--- config.mk ---
export PLATFORM = sky130hd
export DESIGN_NAME = sensor_word_crc_deframer
export DESIGN_NICKNAME = d
export VERILOG_FILES = /design/src/sv/swcd_pkg.sv /design/src/sv/sensor_word_crc_deframer.sv /design/src/sv/swcd_front.sv /design/src/sv/swcd_fifo.sv /design/src/sv/swcd_back.sv
export SDC_FILE = /design/constraint.sdc
export NUM_CORES = 1
export LEC_CHECK = 0
export BUFFER_PORTS_ARGS = -buffer_cell sky130_fd_sc_hd__buf_4
export CAP_MARGIN = 0
export CELL_PAD_IN_SITES_DETAIL_PLACEMENT = 1
export CELL_PAD_IN_SITES_GLOBAL_PLACEMENT = 2
export CORE_MARGIN = 3
export CORE_UTILIZATION = 39
export DETAILED_ROUTE_END_ITERATION = 6
export GPL_TIMING_DRIVEN = 0
export PLACE_DENSITY = 0.75
export SETUP_SLACK_MARGIN = 0.1
export SYNTH_ARGS = -nofsm -noshare
export SYNTH_HDL_FRONTEND = slang
export SYNTH_SLANG_ARGS = --single-unit
--- constraint.sdc ---
create_clock -name i_clk -period 6.11 [get_ports i_clk]
set_input_delay 0.3055 -clock i_clk [delete_from_list [all_inputs] [get_ports i_clk]]
set_output_delay 0.3055 -clock i_clk [all_outputs]
set_load 0.01 [all_outputs]
--- src/sv/swcd_pkg.sv ---
package swcd_pkg;

    localparam int unsigned BYTE_W     = 8;
    localparam int unsigned WORD_W     = 16;
    localparam int unsigned IDX_W      = 3;
    localparam int unsigned SCALED_W   = 17;
    localparam int unsigned CFG_IDX_W  = 2;
    localparam int unsigned CFG_DATA_W = 3;

    localparam logic [BYTE_W-1:0] CRC_INIT = 8'hFF;
    localparam logic [BYTE_W-1:0] CRC_POLY = 8'h31;

    // register indexes of the configuration port
    localparam logic [CFG_IDX_W-1:0] CFG_WORDS   = 2'd0;
    localparam logic [CFG_IDX_W-1:0] CFG_CONVERT = 2'd1;

    // word positions that carry a measurement
    localparam logic [IDX_W-1:0] IDX_TEMP  = 3'd1;
    localparam logic [IDX_W-1:0] IDX_HUMID = 3'd2;

    // scale factors in hundredths
    localparam logic [14:0] TEMP_SPAN  = 15'd17500;
    localparam logic [14:0] HUMID_SPAN = 15'd10000;
    localparam logic signed [SCALED_W-1:0] TEMP_OFFSET = -17'sd4500;

    typedef enum logic [1:0] {
        CONV_NONE,
        CONV_TEMP,
        CONV_HUMID,
        CONV_ZERO
    } t_conv;

    typedef struct packed {
        logic [IDX_W-1:0]  word_index;
        logic [WORD_W-1:0] raw_word;
        logic              crc_error;
        logic              last;
    } t_word;

    typedef struct packed {
        logic  valid;
        t_word word;
    } t_push;

    // one byte through crc-8, msb first
    function automatic logic [BYTE_W-1:0] crc8_byte(input logic [BYTE_W-1:0] crc,
                                                    input logic [BYTE_W-1:0] data);
        logic [BYTE_W-1:0] c;
        c = crc ^ data;
        for (int k = 0; k < BYTE_W; k++) begin
            if (c[BYTE_W-1]) begin
                c = {c[BYTE_W-2:0], 1'b0} ^ CRC_POLY;
            end else begin
                c = {c[BYTE_W-2:0], 1'b0};
            end
        end
        return c;
    endfunction

endpackage

--- src/sv/sensor_word_crc_deframer.sv ---
// Deframes a sensor response arriving one byte per word on the input channel:
// every three bytes are a big-endian 16-bit value and its crc-8 (poly 0x31,
// init 0xff), and each checked word comes out with its index, raw value and,
// when conversion is on, temperature (word 1) or humidity (word 2) in
// hundredths. A crc failure gives one error word marked last and the rest of
// the response is dropped until the next start-of-response byte. The block
// takes one byte every cycle while the queue is not full; the crc update is
// an unrolled combinational step in the front end, and the back end is a
// three-stage pipeline (multiply, reciprocal divide by 65535, output register).
// A two-entry queue sits between the two halves; the input stalls only while
// it is full. The user must write configuration through the cfg port only while
// no response is in flight; the block itself does not enforce this.
module sensor_word_crc_deframer #(
    parameter int unsigned MAX_WORDS = 6
) (
    input  logic                                   i_clk,
    input  logic                                   i_rst_n,
    input  logic                                   i_valid,
    output logic                                   o_ready,
    input  logic [swcd_pkg::BYTE_W-1:0]            i_data_byte,
    input  logic                                   i_start_of_response,
    output logic                                   o_valid,
    input  logic                                   i_ready,
    output logic [swcd_pkg::IDX_W-1:0]             o_word_index,
    output logic [swcd_pkg::WORD_W-1:0]            o_raw_word,
    output logic signed [swcd_pkg::SCALED_W-1:0]   o_scaled_value,
    output logic                                   o_crc_error,
    output logic                                   o_last,
    input  logic                                   i_cfg_valid,
    output logic                                   o_cfg_ready,
    input  logic [swcd_pkg::CFG_IDX_W-1:0]         i_cfg_index,
    input  logic [swcd_pkg::CFG_DATA_W-1:0]        i_cfg_data
);

    logic [swcd_pkg::IDX_W-1:0] r_words_per_response;
    logic                       r_convert;

    swcd_pkg::t_push            s_push;
    swcd_pkg::t_word            s_q_word;
    logic                       s_full;
    logic                       s_q_valid;
    logic                       s_pop;

    assign o_cfg_ready = 1'b1;

    always_ff @(posedge i_clk) begin
        if (!i_rst_n) begin
            r_words_per_response <= swcd_pkg::IDX_W'(1);
            r_convert            <= 1'b0;
        end else if (i_cfg_valid && o_cfg_ready) begin
            case (i_cfg_index)
                swcd_pkg::CFG_WORDS:   r_words_per_response <= i_cfg_data[swcd_pkg::IDX_W-1:0];
                swcd_pkg::CFG_CONVERT: r_convert            <= i_cfg_data[0];
                default: ;
            endcase
        end
    end

    swcd_front #(
        .MAX_WORDS (MAX_WORDS)
    ) u_front (
        .i_clk                (i_clk),
        .i_rst_n              (i_rst_n),
        .i_valid              (i_valid),
        .o_ready              (o_ready),
        .i_data_byte          (i_data_byte),
        .i_start_of_response  (i_start_of_response),
        .i_words_per_response (r_words_per_response),
        .i_full               (s_full),
        .o_push               (s_push)
    );

    swcd_fifo u_fifo (
        .i_clk   (i_clk),
        .i_rst_n (i_rst_n),
        .i_push  (s_push),
        .o_full  (s_full),
        .o_valid (s_q_valid),
        .o_word  (s_q_word),
        .i_pop   (s_pop)
    );

    swcd_back u_back (
        .i_clk          (i_clk),
        .i_rst_n        (i_rst_n),
        .i_convert      (r_convert),
        .i_word_valid   (s_q_valid),
        .i_word         (s_q_word),
        .o_pop          (s_pop),
        .o_valid        (o_valid),
        .i_ready        (i_ready),
        .o_word_index   (o_word_index),
        .o_raw_word     (o_raw_word),
        .o_scaled_value (o_scaled_value),
        .o_crc_error    (o_crc_error),
        .o_last         (o_last)
    );

    // an error word always closes the response
    a_err_last: assert property (@(posedge i_clk) disable iff (!i_rst_n)
        o_valid && o_crc_error |-> o_last)
        else $error("error word without last");

    a_err_zero: assert property (@(posedge i_clk) disable iff (!i_rst_n)
        o_valid && o_crc_error |-> o_scaled_value == '0)
        else $error("error word with nonzero scaled value");

    a_idx_range: assert property (@(posedge i_clk) disable iff (!i_rst_n)
        o_valid |-> (int'(o_word_index) < int'(MAX_WORDS)))
        else $error("word index beyond response length");

    // the front never pushes into a full queue
    a_no_overflow: assert property (@(posedge i_clk) disable iff (!i_rst_n)
        s_full |-> !s_push.valid)
        else $error("queue overflow");

endmodule

--- src/sv/swcd_front.sv ---
module swcd_front #(
    parameter int unsigned MAX_WORDS = 6
) (
    input  logic                          i_clk,
    input  logic                          i_rst_n,
    input  logic                          i_valid,
    output logic                          o_ready,
    input  logic [swcd_pkg::BYTE_W-1:0]   i_data_byte,
    input  logic                          i_start_of_response,
    input  logic [swcd_pkg::IDX_W-1:0]    i_words_per_response,
    input  logic                          i_full,
    output swcd_pkg::t_push               o_push
);

    localparam logic [swcd_pkg::IDX_W:0] MaxWords = (swcd_pkg::IDX_W + 1)'(MAX_WORDS);

    logic [1:0]                     r_pos,  n_pos;
    logic [swcd_pkg::IDX_W-1:0]     r_wcnt, n_wcnt;
    logic [swcd_pkg::BYTE_W-1:0]    r_crc,  n_crc;
    logic [swcd_pkg::BYTE_W-1:0]    r_high, n_high;
    logic [swcd_pkg::BYTE_W-1:0]    r_low,  n_low;
    logic                           r_abort, n_abort;

    logic                           s_accept;
    logic [swcd_pkg::IDX_W:0]       s_eff_words;

    assign o_ready  = !i_full;
    assign s_accept = i_valid && o_ready;

    // word count with zero taken as one and saturation at the maximum
    always_comb begin
        if (i_words_per_response == '0) begin
            s_eff_words = (swcd_pkg::IDX_W + 1)'(1);
        end else if ({1'b0, i_words_per_response} > MaxWords) begin
            s_eff_words = MaxWords;
        end else begin
            s_eff_words = {1'b0, i_words_per_response};
        end
    end

    always_comb begin
        logic [1:0]                  v_pos;
        logic [swcd_pkg::IDX_W-1:0]  v_wcnt;
        logic [swcd_pkg::BYTE_W-1:0] v_crc;
        logic                        v_abort;
        logic [swcd_pkg::BYTE_W-1:0] v_crc_next;
        logic                        v_good;
        logic                        v_fin;

        n_pos   = r_pos;
        n_wcnt  = r_wcnt;
        n_crc   = r_crc;
        n_high  = r_high;
        n_low   = r_low;
        n_abort = r_abort;
        o_push  = '0;

        v_pos   = r_pos;
        v_wcnt  = r_wcnt;
        v_crc   = r_crc;
        v_abort = r_abort;
        if (i_start_of_response) begin
            v_pos   = '0;
            v_wcnt  = '0;
            v_crc   = swcd_pkg::CRC_INIT;
            v_abort = 1'b0;
        end
        v_crc_next = swcd_pkg::crc8_byte(v_crc, i_data_byte);
        v_good     = (v_crc_next == '0);
        v_fin      = (({1'b0, v_wcnt} + (swcd_pkg::IDX_W + 1)'(1)) >= s_eff_words);

        if (s_accept) begin
            n_pos   = v_pos;
            n_wcnt  = v_wcnt;
            n_crc   = v_crc;
            n_abort = v_abort;
            if (!v_abort) begin
                n_crc = v_crc_next;
                case (v_pos)
                    2'd0: begin
                        n_high = i_data_byte;
                        n_pos  = 2'd1;
                    end
                    2'd1: begin
                        n_low = i_data_byte;
                        n_pos = 2'd2;
                    end
                    default: begin
                        // third byte closes the word
                        n_pos                  = '0;
                        n_crc                  = swcd_pkg::CRC_INIT;
                        o_push.valid           = 1'b1;
                        o_push.word.word_index = v_wcnt;
                        o_push.word.raw_word   = {r_high, r_low};
                        o_push.word.crc_error  = !v_good;
                        o_push.word.last       = !v_good || v_fin;
                        if (!v_good || v_fin) begin
                            n_abort = 1'b1;
                        end
                        if (v_good) begin
                            n_wcnt = v_wcnt + swcd_pkg::IDX_W'(1);
                        end
                    end
                endcase
            end
        end
    end

    always_ff @(posedge i_clk) begin
        if (!i_rst_n) begin
            r_pos   <= '0;
            r_wcnt  <= '0;
            r_crc   <= swcd_pkg::CRC_INIT;
            r_high  <= '0;
            r_low   <= '0;
            r_abort <= 1'b0;
        end else begin
            r_pos   <= n_pos;
            r_wcnt  <= n_wcnt;
            r_crc   <= n_crc;
            r_high  <= n_high;
            r_low   <= n_low;
            r_abort <= n_abort;
        end
    end

endmodule

--- src/sv/swcd_fifo.sv ---
module swcd_fifo (
    input  logic              i_clk,
    input  logic              i_rst_n,
    input  swcd_pkg::t_push   i_push,
    output logic              o_full,
    output logic              o_valid,
    output swcd_pkg::t_word   o_word,
    input  logic              i_pop
);

    localparam int unsigned Depth = 2;

    swcd_pkg::t_word  r_mem [Depth];
    logic             r_wr_ptr, n_wr_ptr;
    logic             r_rd_ptr, n_rd_ptr;
    logic [1:0]       r_count,  n_count;

    logic             s_wr;
    logic             s_rd;

    assign o_full  = (r_count == 2'(Depth));
    assign o_valid = (r_count != '0);
    assign o_word  = r_mem[r_rd_ptr];

    assign s_wr = i_push.valid && !o_full;
    assign s_rd = i_pop && o_valid;

    always_comb begin
        n_wr_ptr = s_wr ? !r_wr_ptr : r_wr_ptr;
        n_rd_ptr = s_rd ? !r_rd_ptr : r_rd_ptr;
        n_count  = r_count;
        if (s_wr && !s_rd) begin
            n_count = r_count + 2'd1;
        end else if (s_rd && !s_wr) begin
            n_count = r_count - 2'd1;
        end
    end

    always_ff @(posedge i_clk) begin
        if (!i_rst_n) begin
            r_wr_ptr <= 1'b0;
            r_rd_ptr <= 1'b0;
            r_count  <= '0;
        end else begin
            r_wr_ptr <= n_wr_ptr;
            r_rd_ptr <= n_rd_ptr;
            r_count  <= n_count;
        end
        if (s_wr) begin
            r_mem[r_wr_ptr] <= i_push.word;
        end
    end

endmodule

--- src/sv/swcd_back.sv ---
module swcd_back (
    input  logic                                 i_clk,
    input  logic                                 i_rst_n,
    input  logic                                 i_convert,
    input  logic                                 i_word_valid,
    input  swcd_pkg::t_word                      i_word,
    output logic                                 o_pop,
    output logic                                 o_valid,
    input  logic                                 i_ready,
    output logic [swcd_pkg::IDX_W-1:0]           o_word_index,
    output logic [swcd_pkg::WORD_W-1:0]          o_raw_word,
    output logic signed [swcd_pkg::SCALED_W-1:0] o_scaled_value,
    output logic                                 o_crc_error,
    output logic                                 o_last
);

    // stage 1: product, stage 2: quotient by 65535, then output register
    logic                          r_v1, r_v2, r_ov;
    swcd_pkg::t_word               r_w1, r_w2;
    swcd_pkg::t_conv               r_k1, r_k2;
    logic [30:0]                   r_p1;
    logic [14:0]                   r_q2;

    logic                          s_out_rdy, s_s2_rdy, s_s1_rdy;
    swcd_pkg::t_conv               s_kind;
    logic [14:0]                   s_mul_k;
    logic [30:0]                   s_prod;
    logic [31:0]                   s_sum;
    logic signed [swcd_pkg::SCALED_W-1:0] s_scaled;

    assign s_out_rdy = !r_ov || i_ready;
    assign s_s2_rdy  = !r_v2 || s_out_rdy;
    assign s_s1_rdy  = !r_v1 || s_s2_rdy;
    assign o_pop     = i_word_valid && s_s1_rdy;
    assign o_valid   = r_ov;

    always_comb begin
        if (i_word.crc_error) begin
            s_kind = swcd_pkg::CONV_ZERO;
        end else if (i_convert && i_word.word_index == swcd_pkg::IDX_TEMP) begin
            s_kind = swcd_pkg::CONV_TEMP;
        end else if (i_convert && i_word.word_index == swcd_pkg::IDX_HUMID) begin
            s_kind = swcd_pkg::CONV_HUMID;
        end else begin
            s_kind = swcd_pkg::CONV_NONE;
        end
    end

    assign s_mul_k = (s_kind == swcd_pkg::CONV_TEMP) ? swcd_pkg::TEMP_SPAN
                                                     : swcd_pkg::HUMID_SPAN;
    assign s_prod  = 31'(s_mul_k) * 31'(i_word.raw_word);

    // floor(p / 65535) = (p + (p >> 16) + 1) >> 16 while the quotient fits 16 bits
    assign s_sum = {1'b0, r_p1} + {17'b0, r_p1[30:16]} + 32'd1;

    always_comb begin
        case (r_k2)
            swcd_pkg::CONV_TEMP:  s_scaled = $signed({2'b00, r_q2}) + swcd_pkg::TEMP_OFFSET;
            swcd_pkg::CONV_HUMID: s_scaled = $signed({2'b00, r_q2});
            swcd_pkg::CONV_ZERO:  s_scaled = '0;
            default:              s_scaled = $signed({1'b0, r_w2.raw_word});
        endcase
    end

    always_ff @(posedge i_clk) begin
        if (!i_rst_n) begin
            r_v1 <= 1'b0;
            r_v2 <= 1'b0;
            r_ov <= 1'b0;
        end else begin
            if (s_s1_rdy) begin
                r_v1 <= o_pop;
            end
            if (s_s2_rdy) begin
                r_v2 <= r_v1;
            end
            if (s_out_rdy) begin
                r_ov <= r_v2;
            end
        end
        if (s_s1_rdy) begin
            r_w1 <= i_word;
            r_k1 <= s_kind;
            r_p1 <= s_prod;
        end
        if (s_s2_rdy) begin
            r_w2 <= r_w1;
            r_k2 <= r_k1;
            r_q2 <= s_sum[30:16];
        end
        if (s_out_rdy) begin
            o_word_index   <= r_w2.word_index;
            o_raw_word     <= r_w2.raw_word;
            o_scaled_value <= s_scaled;
            o_crc_error    <= r_w2.crc_error;
            o_last         <= r_w2.last;
        end
    end

endmodule
==> summary.md <==
| Metric | Value |
|---|---|
| Flop pwr share | `0.301` |
| Netlist cell types | `69` |
| Net Sw Frac | `0.379` |
| Routed WL | `33300 µm` |
| Tightest Pin Transition | `1.01 ns` |
| Worst setup margin | `-0.148 ns` |
| Sequential share of the synthesized area | `0.434` |
| N_diodes | `0` |
| CTS Buffer Depth | `3` |
| Setup Skew | `0.0220 ns` |
| WP data arrival | `around 6.5 ns` |
| Core area | `~34000 µm²` |
| Power Density | `~460 nW/µm²` |
| Outcome | `finished, violations left` |
| Drt initial violations | `349` |
| Worst path buffer plus inverter count | `2` |
| Logic pwr share | `0.509` |
| Post-DP HPWL | `25800 µm` |
| HP Class | `in -> reg` |
| Starting Density | `0.402` |
| Max Clk Rate | `~160 MHz` |
| Startpoint class of the critical path | `flip-flop` |
| Cell area after placement | `roughly 15000 µm²` |
| Crit path max fanout | `10` |
| CP endpoint kind | `flip-flop` |
| Total track usage | `0.174` |
| Int Power | `about 4.7 mW` |
| Core Rows | `67` |
| DR vias | `~9000` |
| Vias per cell | `approximately 5.1` |
| Top-area cell type share of the netlist area | `0.373` |
| Placed cells | `around 1700` |
| Port Buf Inserts | `56` |
| Async set or reset register ratio after synthesis | `0` |
| Fin area | `roughly 17000 µm²` |
| Overflow after GRT | `0` |
| Yosys Warn Count | `0` |
| Largest area contributor in the netlist | `edfxtp_1` |
| First drt pass iteration count | `6` |
| Most frequent cells in the layout | `170 x edfxtp_1, 130 x ha_1, 113 x inv_1` |
| Number of global-route vias before repair | `9609` |
| DIE AREA | `37400 µm²` |
| Leakage power | `around 7.3 nW` |
| Final Hold Viols | `0` |
| Synth top area cells | `edfxtp_1 37%, ha_1 14%, fa_1 11%` |
| Share of layout cells above drive strength 1 | `0.189` |
| Mapped Area | `around 14000 µm²` |
| Most common library cell in the layout ignoring fill and taps | `edfxtp_1` |
| Final Core Density | `0.486` |
| Layout net count | `1556` |
| Filler cells | `roughly 3600` |
| CP Cell Sequence | `mux2_4 -> or2_4 -> or3_4 -> nor2_4 -> buf_12 -> buf_6 -> nor2_1 -> ha_1 -> fa_1 -> fa_1 -> fa_1 -> fa_1 -> ha_4 -> ha_4 -> a211o_1 -> a21oi_4 -> or2_4 -> o211ai_4 -> a221o_1 -> a211oi_2 -> nor2_2` |
| Die Y | `around 190 µm` |
| Non-filler cells, final | `approximately 1800` |
| Clock sink count | `roughly 210` |
| Setup CP Type | `reg -> reg` |
| Clk pwr share | `0.190` |
| Max Cap Viol | `0` |
| Required @ worst endpoint | `about 6.4 ns` |
| Clock Pin Slew Worst Setup and Hold Paths | `0.06 ns` |
| Cts bufs inserted | `24` |
| Post-Syn Area per Cell | `between 10 and 15 µm²` |
| WL/cell | `roughly 19 µm` |
| Total power | `around 7.5 mW` |
| P&R area growth vs syn | `20.8%` |
| DRC violations left | `0` |
| RSZ-0062 raised after global routing | `true` |
| Largest net degree at the start of global routing | `39` |
| Pre-CTS WS | `-0.892 ns` |
| Root Driver | `clkbuf_16` |
| Psw | `around 2.9 mW` |
| Fin crit share | `1.02` |
| Gpl congestion | `a little over 0.8` |
| Worst path max stage delay | `0.58 ns` |
| Reg-to-reg slack, setup | `-0.15 ns` |
| Slowest stage cell, crit path | `fa_1` |
| Antenna violation net count after detailed routing | `0` |
| Final setup violation count | `7` |
| TritonCTS clock tree | `yes` |
| Clk_lat worst skew | `between 0.5 and 0.6 ns` |
| H-tree levels | `1` |
| Max rail drop VDD | `0.255 mV` |
| Final Max Tran Viols | `0` |
| Violated checks | `negative setup slack` |
| Most used cell, CP | `fa_1` |
| Antenna violations before repair | `0` |
| Rel. slew slack | `0.321` |
| Primary FF master, synth | `edfxtp_1` |
| Cells after synthesis | `~1200` |
| Number of enable flip-flop cells after synthesis | `170` |
| Final Critical Period | `roughly 6.3 ns` |
| First-pass GRT wire length | `52800 µm` |
| Flops & latches, synth | `approximately 210` |
| Top Ports | `60` |
| Delay-heaviest family, CP | `adder cells` |
| Die X | `193 µm` |
[worst reg2reg max path: stages, from the launching register on]
cell and delay, ns:
dfxtp_4 0.36, mux2_4 0.30, or2_4 0.25, or3_4 0.36, nor2_4 0.14, buf_12 0.14, buf_6 0.18, nor2_1 0.07
ha_1 0.24, fa_1 0.57, fa_1 0.45, fa_1 0.58, fa_1 0.47, ha_4 0.31, ha_4 0.21, a211o_1 0.31
a21oi_4 0.19, or2_4 0.16, o211ai_4 0.10, a221o_1 0.32, a211oi_2 0.21, nor2_2 0.07
[cell families after synthesis]
family | synth area share
simple gates | 0.101
fa+ha+maj | 0.255
flops | 0.434
compound gates | 0.0833
buf+inv | 0.0468
xor+xnor | 0.0458
mux | 0.0340
other cells | 0.000549
[area by class of cell]
class,count,area [µm²],area share
Timing Repair Buffer,90,732,0.0443
Sequential cell,212,5950,0.360
Multi-Input combinational cell,813,7810,0.472
Clock buffer,29,619,0.0375
Inverter,128,483,0.0292
Clock inverter,15,164,0.00991
Buffer,37,216,0.0131
Tap cell,448,561,0.0339
[Yosys cell counts (21+ instances only)]
cell,number
and2_1,27
nor2_1,69
o21ai_0,33
a21o_1,24
nor2b_1,30
ha_1,153
mux2i_1,42
clkbuf_1,21
inv_1,128
a21oi_1,55
nand2_1,72
fa_1,78
xor2_1,26
dfxtp_1,42
xnor2_1,43
edfxtp_1,170
[final timing paths]
kind                            cells after the start                startpoint                              endpoint
worst min-delay path                                3             i_cfg_data[2]  r_words_per_response[2]$_SDFFE_PN0P_
worst min register to register                      0  u_back.r_w1[7]$_DFFE_PN_              u_back.r_w2[7]$_DFFE_PP_
worst max register to register                     21                 flip-flop             u_back.r_p1[26]$_DFFE_PN_
worst max-delay path                               21                 flip-flop             u_back.r_p1[26]$_DFFE_PN_
[sequential cells by signal, summed over array words and instances, names as in the netlist, 3 cells and up, named ones only]
signal and cells:
u_fifo.r_mem 42, u_back.r_p1 29, u_back.r_w1 21, u_back.r_w2 21
u_back.o_scaled_value 17, u_back.o_raw_word 16, u_back.r_q2 15, u_front.r_crc 8
u_front.r_high 8, u_front.r_low 8, r_words_per_response 3, u_back.o_word_index 3
u_front.r_wcnt 3
[power by group through the flow]
| stage | sequential [mW] | combinational [mW] | clock [mW] |
|---|---|---|---|
| 2_1_floorplan | 2.22 | 2.40 | 0 |
| 3_3_place_gp | 2.28 | 3.25 | 0 |
| 3_5_place_dp | 2.30 | 3.30 | 0 |
| 4_1_cts | 2.27 | 3.68 | 1.47 |
| 5_1_grt | 2.30 | 4.30 | 1.53 |
| 6_report | 2.27 | 3.84 | 1.43 |
[through the flow]
step / TNS (ns) / hold WS [ns]
3_3_place_gp: -8.42 / 0.401
4_1_cts: -0.504 / 0.00257
2_1_floorplan: 0 / 0.400
5_1_grt: -2.70 / 0.0274
3_5_place_dp: -8.87 / 0.406
6_report: -0.702 / 0.0216
[layer usage]
metal,up-vias,part of all wire,track usage,wire (µm)
met1,4510,0.46,0.240,15500
met5,-,0,0,0
li1,4338,-,-,-
met2,113,0.49,0.300,16400
met3,34,0.030,0.0219,996
met4,0,0.014,0.0292,459
[repair_timing]
action	in CTS	in global routing
gates resized for setup	79	49
buffers inserted	21	9
pin swaps	47	14
endpoints found under the setup margin	19	17
hold buffers	0	0
(Power assumes the default switching activity.)
